**config.mk**
```make
export PLATFORM = sky130hd
export DESIGN_NAME = dfam_fifo
export DESIGN_NICKNAME = d
export VERILOG_FILES = /design/src/rtl/assert_macros.svh /design/src/rtl/dfam_fifo.sv
export SDC_FILE = /design/constraint.sdc
export NUM_CORES = 1
export LEC_CHECK = 0
export ABC_CLOCK_PERIOD_IN_PS = 2300
export BUFFER_PORTS_ARGS = -buffer_cell sky130_fd_sc_hd__buf_4
export CAP_MARGIN = 20
export CORE_ASPECT_RATIO = 0.75
export CORE_MARGIN = 5
export CORE_UTILIZATION = 35
export CTS_CLUSTER_DIAMETER = 100
export DETAILED_ROUTE_END_ITERATION = 7
export HOLD_SLACK_MARGIN = 0.15
export PLACE_DENSITY = 0.6
export SLEW_MARGIN = 20
export SYNTH_ARGS = -nofsm -noshare
export SYNTH_HDL_FRONTEND = slang
export SYNTH_SLANG_ARGS = --single-unit
```
**constraint.sdc**
```tcl
create_clock -name clk -period 2.3 [get_ports clk]
set_clock_uncertainty 0.2 [all_clocks]
set_input_delay 0 -clock clk [delete_from_list [all_inputs] [get_ports clk]]
set_output_delay 0 -clock clk [all_outputs]
set_load 0.01 [all_outputs]
```
**src/rtl/assert_macros.svh**
```systemverilog
// Assertion macros used by the DFA matcher core RTL.
// Each macro expects clk and arst_n in the scope where it is used.
`ifndef ASSERT_MACROS_SVH
`define ASSERT_MACROS_SVH

// Plain property checked on every rising clock edge outside reset.
`define DFAM_ASSERT(label, prop, msg) \
	label: assert property (@(posedge clk) disable iff (!arst_n) (prop)) \
		else $error(msg);

// Same-cycle implication checked outside reset.
`define DFAM_ASSERT_IMPLY(label, pre, post, msg) \
	label: assert property (@(posedge clk) disable iff (!arst_n) (pre) |-> (post)) \
		else $error(msg);

`endif

```
**src/rtl/dfam_fifo.sv**
```systemverilog
// Small register-based FIFO used for the command queue and the result queue.
// Standalone; width and depth come from the instantiating module.
`default_nettype none

module dfam_fifo #(
	parameter int WIDTH = 8,
	parameter int DEPTH = 4
) (
	input  wire logic             clk,
	input  wire logic             arst_n,
	input  wire logic             push,
	input  wire logic [WIDTH-1:0] wdata,
	output logic                  full,
	input  wire logic             pop,
	output logic      [WIDTH-1:0] rdata,
	output logic                  empty
);

	localparam int PTR_W = (DEPTH > 1) ? $clog2(DEPTH) : 1;
	localparam int CNT_W = $clog2(DEPTH + 1);

	logic [WIDTH-1:0] mem_q [DEPTH];
	logic [PTR_W-1:0] wr_ptr_q;
	logic [PTR_W-1:0] rd_ptr_q;
	logic [CNT_W-1:0] count_q;
	logic             do_push;
	logic             do_pop;

	assign full    = (count_q == CNT_W'(DEPTH));
	assign empty   = (count_q == '0);
	assign do_push = push & ~full;
	assign do_pop  = pop & ~empty;
	assign rdata   = mem_q[rd_ptr_q];

	always_ff @(posedge clk) begin
		if (do_push) begin
			mem_q[wr_ptr_q] <= wdata;
		end
	end

	always_ff @(posedge clk or negedge arst_n) begin
		if (!arst_n) begin
			wr_ptr_q <= '0;
			rd_ptr_q <= '0;
			count_q  <= '0;
		end else begin
			if (do_push) begin
				wr_ptr_q <= (wr_ptr_q == PTR_W'(DEPTH - 1)) ? '0 : wr_ptr_q + 1'b1;
			end
			if (do_pop) begin
				rd_ptr_q <= (rd_ptr_q == PTR_W'(DEPTH - 1)) ? '0 : rd_ptr_q + 1'b1;
			end
			case ({do_push, do_pop})
				2'b10: begin
					count_q <= count_q + 1'b1;
				end
				2'b01: begin
					count_q <= count_q - 1'b1;
				end
				default: begin
					count_q <= count_q;
				end
			endcase
		end
	end

endmodule

`default_nettype wire

```
==> results.md, run 1 <==
- Fin Setup TNS: 0 ns
- Count of final setup violators: 0
- Area of the multi-input gates: 451.7 um2
- Number of global-route vias before repair: approximately 850
- DIE HEIGHT: 68.77 um
- Dominant cell type by area after synthesis: edfxtp_1
- Crit path max fanout: 3
- Cts bufs inserted: 5
- Root Buffer: clkbuf_8
- Final Wtd Congestion: around 0.79
- CTS tree: built
- DR iter-0 viols: 36
- Fmax: 0.4500 GHz
- Power per cell area: 1168 nW/um2
- DRT Wirelength: about 2600 um
- Area added between synthesis and finish: 28.18%
- N_diodes: 0
- Initial antenna violation count: 0
- CP cell instances: or3b_4 > and2_4 > inv_2 > ha_4 > inv_1 > fa_2 > xor2_1 > nor2_1 > xor2_1
- Crit path max-delay family: simple AND/OR/NAND/NOR gates
- Max-slew headroom: just over 60%
- Layout cells sized above 1: 41.94%
- Final hold vios: 0
- Run status: finished clean
- Synth Instances: 83
- Slowest CP cell: or3b_4
- Syn_nets: ~100
- Clock transition at path regs: 0.07 ns
- Postcts setup bufs: 0
- IR drop worst, VDD: a little over 0.0005 V
- Req. time, crit path: 2.31 ns
- # fillers: 405
- GRT Total Usage: 9.878%
- Buffers and inverters on the worst path: 2
- H-tree Lvls: 2
- Clk sinks: 39
- CP Capture Type: register
- DIE AREA: 6076 um2
- Pre-antenna DRT Iters: 4
- CTS max path bufs: 2
- Worst-Skew Late Latency: ~0.28 ns
- Final nets: 142
- Starting Density: between 30% and 40%
- Global-route wire length before repair: between 4000 and 5000 um
- Core Box Area: 4467 um2
- Minimum clock period: 2.222 ns
- Number of I/O pins: 22
- Netlist cell types: 19
- Via count: 812
- Static Leakage: around 0.81 nW
- Most used cell, CP: xor2_1
- FP Rows: 21
- Fin. max-slew vios: 0
- Post-synth top area share: 59.63%
- Sequential area share after synthesis: a little over two thirds
- Synthesized area per cell: 19.42 um2
- Drt via density: 4.486
- GR Overflow Total: 0
- Fin crit share: roughly 97%
- Hold Crit Class: in -> reg
- Startpoint types: register
- Finished Cell Area: between 2000 and 2500 um2
- Worst Slack Setup Final: 0.07764 ns
- Placed standard-cell area: 1847 um2
- Register area: 1136 um2
- Dpl ws: -0.03534 ns
- Max-Cap Viols: 0
- Power Total: 2.413 mW
- CP max stage delay: 0.40 ns
- WP data arrival: 2.23 ns
- Worst Setup SP: count_q[2]
- Reg2Reg Depth: 9
- DRC violations left: 0
- WL/cell: around 14 um
- Hold path cells: 2
- Detail Route Antenna Nets: 0
- Crit Reg-Reg Startpoint: count_q[2]
- Worst Max-Slew Pin Slew: 0.5935 ns
- Util after Layout: 46.25%
- Largest cells by area after synthesis: edfxtp_1 60%, mux4_2 11%, dfrtp_1 11%
- Min-delay src: wdata[3]
- Port Buffers: 21
- Synth Register Bits: 39
- Synth warn: 0
- Setup CP Type: reg -> reg
- Die Width: 88.36 um
- Mapped Area: 1612 um2
- Largest net degree at the start of global routing: 13
- Post-DP HPWL: 1799 um
- CP Depth: 9
==> path summary, 6_finish.rpt <==
| kind | endpoint | slack [ns] |
|---|---|---|
| hold / removal | mem_q[1][3] | 0.26 |
| hold reg to reg | count_q[2] | 0.32 |
| min in group asynchronous | count_q[1] | 0.46 |
| max in group asynchronous | rd_ptr_q[1] | 1.21 |
| setup / recovery | count_q[2] | 0.08 |
| setup reg to reg | count_q[2] | 0.08 |
==> synthesized netlist by cell type, drive strengths merged <==
master	instances
nor3	1
ha	6
xor2	2
nor2	3
mux4	8
or3b	1
and2	1
inv	8
edfxtp	32
mux2i	1
and3	4
mux2	4
fa	1
dfrtp	7
nand2b	1
buf	2
xnor2	1
==> where the power goes <==
group	total, mW	switching, mW	internal, mW
Clock	0.425	0.218	0.207
Combinational	0.881	0.366	0.515
Sequential	1.11	0.151	0.956
Total	2.41	0.735	1.68
==> metrics by stage <==
step           std cells  hold slack, ns
6_report             181          0.2604
5_1_grt              181          0.2454
4_1_cts              181          0.2443
3_5_place_dp         161         -0.3826
3_3_place_gp         161         -0.3851
2_1_floorplan         83         -0.4956
==> flip-flops by register name, indices dropped and copies added (netlist names) <==
signal and cells:
wr_ptr_q 2, mem_q 32, rd_ptr_q 2, count_q 3
==> cells in the final DEF (no fill, tap or decap) <==
| master | n |
|---|---|
| mux4_2 | 8 |
| edfxtp_1 | 32 |
| and2_4 | 1 |
| ha_1 | 5 |
| nor3_1 | 1 |
| dfrtp_1 | 7 |
| xor2_1 | 2 |
| clkbuf_8 | 5 |
| nor2_1 | 3 |
| clkinv_2 | 3 |
| mux2_2 | 2 |
| or3b_4 | 1 |
| inv_2 | 1 |
| inv_1 | 7 |
| and3_2 | 4 |
| mux2_4 | 2 |
| xnor2_1 | 1 |
| dlygate4sd3_1 | 12 |
| ha_4 | 1 |
| nand2b_1 | 1 |
| buf_4 | 23 |
| fa_2 | 1 |
| mux2i_1 | 1 |
==> layer usage <==
metal	global-route usage (%)	share of wire, %	vias to the layer above
met5	0	0	-
met4	3.962	1.1	0
met3	5.107	6.3	5
met2	15.58	48	18
met1	11.50	44	400
li1	-	-	389
==> what timing repair did <==
| item | in CTS | in global routing |
|---|---|---|
| pin swaps | 3 | 2 |
| hold buffers | 12 | 0 |
| hold endpoints to repair | 77 | 0 |
| setup endpoints to repair | 1 | 1 |
| gates resized for setup | 2 | 2 |
==> cell families after synthesis <==
logic type | after synthesis | synth area share, %
fa+ha+maj | 7 | 5.901
mux | 13 | 15.06
xor+xnor | 3 | 1.631
simple gates | 11 | 4.503
flops | 39 | 70.50
buf+inv | 10 | 2.406
==> final cells by class <==
class                   count  area share, %
well taps                  57          3.452
repair buffers             35          14.17
multi-input cells          34          21.87
inverters                   8          1.454
flip-flops and latches     39          55.00
clock buffers               5          3.331
clock inverters             3         0.7268
(Power assumes the default switching activity.)
==> inputs of run 2 (changes only) <==
- ABC_CLOCK_PERIOD_IN_PS: 2300 -> 2230
- PLACE_DENSITY: 0.6 -> 0.58
- clock period: 2.3 -> 2.23 ns (I/O delays scaled with it)
==> results.md, run 2 (synthesized netlist as in run 1, its figures left out) <==
- Run status: finished clean
- IR drop worst, VDD: 0.0004918 V
- Most frequent cells in the layout: 32 x edfxtp_1, 28 x buf_4, 12 x dlygate4sd3_1
- Port Buffers: 21
- Core Box Area: ~4500 um2
- Clk sinks: 39
- Non-filler instance count after layout: approximately 190
- CTS max path bufs: 2
- WL/cell: around 15 um
- Commonest non-fill, non-tap cell in the layout: edfxtp_1
- Hold Crit Class: in -> reg
- Fin crit share: 99.96%
- Post-DP HPWL: about 1800 um
- Fmax: 0.4486 GHz
- CP cell instances: or3b_4 > and2_4 > inv_4 > ha_4 > inv_2 > fa_2 > xor2_1 > nor2_1 > xor2_1
- GR Overflow Total: 0
- Static Leakage: ~0.83 nW
- WP data arrival: roughly 2.2 ns
- Final Wtd Congestion: 0.6713
- RSZ-0062 raised after global routing: true
- N_diodes: 0
- DRC violations left: 0
- Most flops, register: mem_q
- Crit Reg-Reg Startpoint: count_q[0]
- Placed standard-cell area: 1859 um2
- Global-route wire length before repair: between 4000 and 5000 um
- Die Width: 88.36 um
- Reg2reg setup slack: approximately 0.0008 ns
- Initial antenna violation count: 0
- Regs by FF count: mem_q: 32 flops, count_q: 3 flops
- Hold EP: mem_q[3][3]
- Slowest CP cell: or3b_4
- FP Rows: 21
- Drt via density: roughly 4.6
- Register area: 1136 um2
- Buffers and inverters on the worst path: 2
- Worst Max-Slew Pin Slew: 0.6175 ns
- Setup CP Type: reg -> reg
- Via count: 851
- Max reg flops: 32
- H-tree Lvls: 2
- Clock transition at path regs: ~0.07 ns
- CTS tree: built
- Max-slew headroom: between 50% and 60%
- # fillers: 387
- Req. time, crit path: 2.23 ns
- Final nets: 147
- Hold path cells: 2
- Cells after DPL: 162
- Most used cell, CP: xor2_1
- Final hold vios: 0
- DIE AREA: 6076 um2
- Min-delay src: wdata[3]
- Number of global-route vias before repair: 869
- Area of the multi-input gates: 459.2 um2
- DR iter-0 viols: 31
- DRT Wirelength: 2774 um
- Pre-antenna DRT Iters: 4
- Hold_ws: 0.2570 ns
- CP max stage delay: 0.40 ns
- Crit path max fanout: 2
- Cts bufs inserted: 5
- Reg2Reg Depth: 9
- Worst R2R End: count_q[2]
- CP Capture Type: register
- Worst-Skew Late Latency: 0.28 ns
- Startpoint types: register
- DIE HEIGHT: 68.77 um
- Crit path max-delay family: simple AND/OR/NAND/NOR gates
- Finished Cell Area: 2115 um2
- Starting Density: 36.08%
- GRT Total Usage: 10.22%
- Max-Cap Viols: 0
- Count of final setup violators: 0
- Detail Route Antenna Nets: 0
- Largest net degree at the start of global routing: 13
- Root Buffer: clkbuf_8
- Fin. max-slew vios: 0
- Power Total: 2.552 mW
- Power per cell area: 1207 nW/um2
- Area added between synthesis and finish: 31.21%
- Layout cells sized above 1: around 45%
- Minimum clock period: 2.229 ns
- Util after Layout: 47.34%
- Number of I/O pins: 22
[run 2: layer usage]
| metal | wire length (um) | track usage [%] | vias to the layer above |
|---|---|---|---|
| met2 | 1426 | 16.70 | 20 |
| met5 | 0 | 0 | - |
| met3 | 171 | 4.038 | 2 |
| li1 | - | - | 398 |
| met4 | 19 | 5.094 | 0 |
| met1 | 1158 | 11.83 | 431 |
[run 2: through the flow]
stage / setup WS [ns] / setup TNS (ns)
6_report: 0.0008178 / 0
4_1_cts: 0.002626 / 0
3_3_place_gp: 0.03415 / 0
5_1_grt: -0.06658 / -0.06658
2_1_floorplan: 0.02835 / 0
3_5_place_dp: -0.04499 / -0.04499
[run 2: layout make-up]
type | instances | area share (%)
clock buffers | 6 | 3.432
well taps | 57 | 3.373
inverters | 8 | 1.538
repair buffers | 40 | 15.62
multi-input cells | 34 | 21.72
flip-flops and latches | 39 | 53.73
clock inverters | 2 | 0.5917
[run 2: worst reg2reg max path, delay by kind of cell, from the launching register on]
family | cells | cell delay (ns)
and+or+nand+nor | 3 | 0.72
adders and majority gates | 2 | 0.45
DFF | 1 | 0.38
xor gates and xnor gates | 2 | 0.32
buffers and inverters | 2 | 0.09
[run 2: where the power goes]
part / switching [mW] / leakage [nW] / internal [mW] / total [mW]
combinational: 0.403 / 0.414 / 0.574 / 0.977
clock: 0.225 / 0.0412 / 0.218 / 0.444
sequential: 0.146 / 0.375 / 0.986 / 1.13
total: 0.774 / 0.831 / 1.78 / 2.55
[run 2: worst max-delay path by stage]
stage	from	to	slack (ns)	cells after the start
floorplan	count_q[0]	count_q[2]	0.03	9
global placement	count_q[1]	count_q[2]	0.03	9
detailed placement	count_q[1]	count_q[2]	-0.04	9
CTS	count_q[1]	count_q[2]	0.003	9
global route	count_q[0]	count_q[2]	-0.07	9
finish	count_q[0]	count_q[2]	0.0008	9
[run 2: timing repair]
action | CTS | global route
hold endpoints to repair | 77 | 0
hold buffers | 12 | 0
endpoints found under the setup margin | 1 | 2
gates resized for setup | 1 | 4
pin swaps | 3 | 4
setup buffers | 2 | 2
==> inputs of run 3 (changes only) <==
- ABC_AREA: not set -> 1
==> results.md, run 3 <==
- Drt via density: 4.353
- Clock power frac: 20.9%
- Post-synth top area share: 54.16%
- Most frequent cells in the layout: 38 x nand2_1, 32 x inv_1, 32 x edfxtp_1
- Via count: 1110
- Fmax: around 0.5 GHz
- WP data arrival: 2.00 ns
- Most flops, register: mem_q
- Number of I/O pins: 22
- Port Buffers: 21
- Synth cell count leaders: 38 x nand2_1, 32 x edfxtp_1, 32 x inv_1
- Most used cell, CP: nand2_1
- Crit path max fanout: 7
- Register area: approximately 1100 um2
- Combinational share of power: 39.5%
- Starting Density: 36.21%
- Synth Register Bits: 39
- Fin. max-slew vios: 0
- DIE AREA: 6608 um2
- # resized after CTS: 0
- Run status: finished clean
- DRC violations left: 0
- Regs by FF count: mem_q: 32 flops, count_q: 3 flops
- Buffers and inverters on the worst path: 2
- Synthesized area per cell: 11.52 um2
- Crit path max-delay family: simple AND/OR/NAND/NOR gates
- Clk sinks: 39
- Syn_nets: 173
- Pre-antenna DRT Iters: 4
- Initial antenna violation count: 0
- Cts bufs inserted: 5
- Netlist cell types: 16
- # fillers: 453
- DIE HEIGHT: slightly above 70 um
- N_diodes: 0
- Fin crit share: 90.59%
- Fin Setup TNS: 0 ns
- Sw Ratio: 35.16%
- Postcts setup bufs: 0
- Count of final setup violators: 0
- CP Capture Type: register
- CP max stage delay: around 0.38 ns
- Dominant cell type by area after synthesis: edfxtp_1
- Total internal power: 1.759 mW
- Synth Instances: approximately 150
- Max-slew headroom: 68.98%
- Worst Max-Slew Pin Slew: 0.4653 ns
- Post-DP HPWL: between 2000 and 2500 um
- CTS max path bufs: 2
- DR iter-0 viols: 59
- Largest cells by area after synthesis: edfxtp_1 54%, dfrtp_1 9.9%, nand2_1 8.0%
- Final nets: 213
- Clock transition at path regs: 0.08 ns
- Synth warn: 0
- Final Wtd Congestion: 0.7545
- Minimum clock period: ~2.0 ns
- Setup CP Type: reg -> reg
- Area of the multi-input gates: 461.7 um2
- Max reg flops: 32
- Die Width: 92.21 um
- Async SR Flop Fraction: 17.95%
- Root Buffer: clkbuf_8
- Hold Crit Class: in -> reg
- EDFF count, synth: 32
- Startpoint types: register
- Worst-Skew Late Latency: 0.29 ns
- Reg2reg setup slack: ~0.21 ns
- Psw: roughly 0.95 mW
- FP Rows: 22
- Sequential share of power: between 30 and 40%
- Largest net degree at the start of global routing: 36
- Core Box Area: between 4000 and 5000 um2
- CP cell instances: inv_1 > nand3_2 > nand2_4 > ha_1 > inv_1 > fa_1 > nand2_1 > nand3_1 > nand2_1 > nand2_1
- Max-Cap Viols: 0
- RSZ-0062 raised after global routing: false
- GR Overflow Total: 0
- Req. time, crit path: between 2 and 2.5 ns
- Number of global-route vias before repair: between 1k and 1.5k
- Layout cells sized above 1: 18.97%
- IR drop worst, VDD: 0.0005953 V
- Power per cell area: 1225 nW/um2
- Static Leakage: 0.9847 nW
- Hold_ws: 0.2528 ns
- Global-route wire length before repair: approximately 5100 um
- DRT Wirelength: around 3100 um
- Most common cell in the netlist: nand2_1
- GRT Total Usage: 10.10%
- WL/cell: roughly 12 um
- Area added between synthesis and finish: 24.89%
- Sequential area share after synthesis: approximately 64%
- Slowest CP cell: dfrtp_1
- H-tree Lvls: 2
- Commonest non-fill, non-tap cell in the layout: nand2_1
- Mapped Area: approximately 1800 um2
- Top FF cell, synth: edfxtp_1
- Final hold vios: 0
- CTS tree: built
- Detail Route Antenna Nets: 0
run 3: layout make-up:
cell class / count / area share (%)
clock buffer: 5 / 3.106
inverter: 32 / 5.421
clock inverter: 3 / 1.750
multi-input combinational: 78 / 20.84
tap: 60 / 3.388
sequential: 39 / 51.27
timing repair buffer: 38 / 14.23
run 3: final timing paths:
path	startpoint	end	cells after the start
setup reg to reg	count_q[1]	count_q[2]	10
min in group asynchronous	arst_n	count_q[1]	3
hold reg to reg	count_q[0]	count_q[0]	1
hold / removal	wdata[5]	mem_q[0][5]	2
setup / recovery	count_q[1]	count_q[2]	10
max in group asynchronous	arst_n	count_q[2]	3
run 3: worst register-to-register path, stage by stage, from the launching register on:
cell	delay, ns
dfrtp_1	0.38
inv_1	0.14
nand3_2	0.15
nand2_4	0.12
ha_1	0.16
inv_1	0.06
fa_1	0.38
nand2_1	0.11
nand3_1	0.10
nand2_1	0.07
nand2_1	0.05
run 3: metal layers:
| metal | routed length (um) | vias up | global-route usage (%) |
|---|---|---|---|
| met5 | 0 | - | 0 |
| met4 | 55 | 0 | 4.448 |
| met3 | 150 | 7 | 3.043 |
| met2 | 1416 | 21 | 16.18 |
| met1 | 1474 | 499 | 12.72 |
| li1 | - | 583 | - |
run 3: cell families after synthesis:
| kind of cell | share of synthesized area [%] |
|---|---|
| and+or+nand+nor | 12.84 |
| DFF | 64.03 |
| buffers and inverters | 9.944 |
| AOI/OAI and AO/OA | 7.334 |
| adders and majority gates | 5.360 |
| xor gates and xnor gates | 0.4937 |
run 3: power by group through the flow:
stage	Clock (mW)	Combinational, mW	Sequential (mW)
5_1_grt	0.607	1.22	1.10
3_5_place_dp	0	1.08	1.09
3_3_place_gp	0	1.03	1.09
2_1_floorplan	0	0.766	1.05
6_report	0.566	1.07	1.08
4_1_cts	0.576	1.09	1.08
run 3: timing repair:
item / 4_1_cts / 5_1_grt
hold buffers: 12 / 0
endpoints found under the setup margin: 0 / 0
endpoints found under the hold margin: 78 / 0
run 3: stage by stage:
step / utilization [%] / area [um2] / worst slack, ns / std cells / power, mW
floorplan: - / 1774 / 0.3656 / 154 / 1.820
global placement: 40.58 / 1988 / 0.3054 / 235 / 2.120
detailed placement: 40.58 / 1988 / 0.2121 / 235 / 2.169
CTS: 45.22 / 2216 / 0.2013 / 255 / 2.746
global route: 45.22 / 2216 / 0.07054 / 255 / 2.923
finish: 45.22 / 2216 / 0.2097 / 255 / 2.714
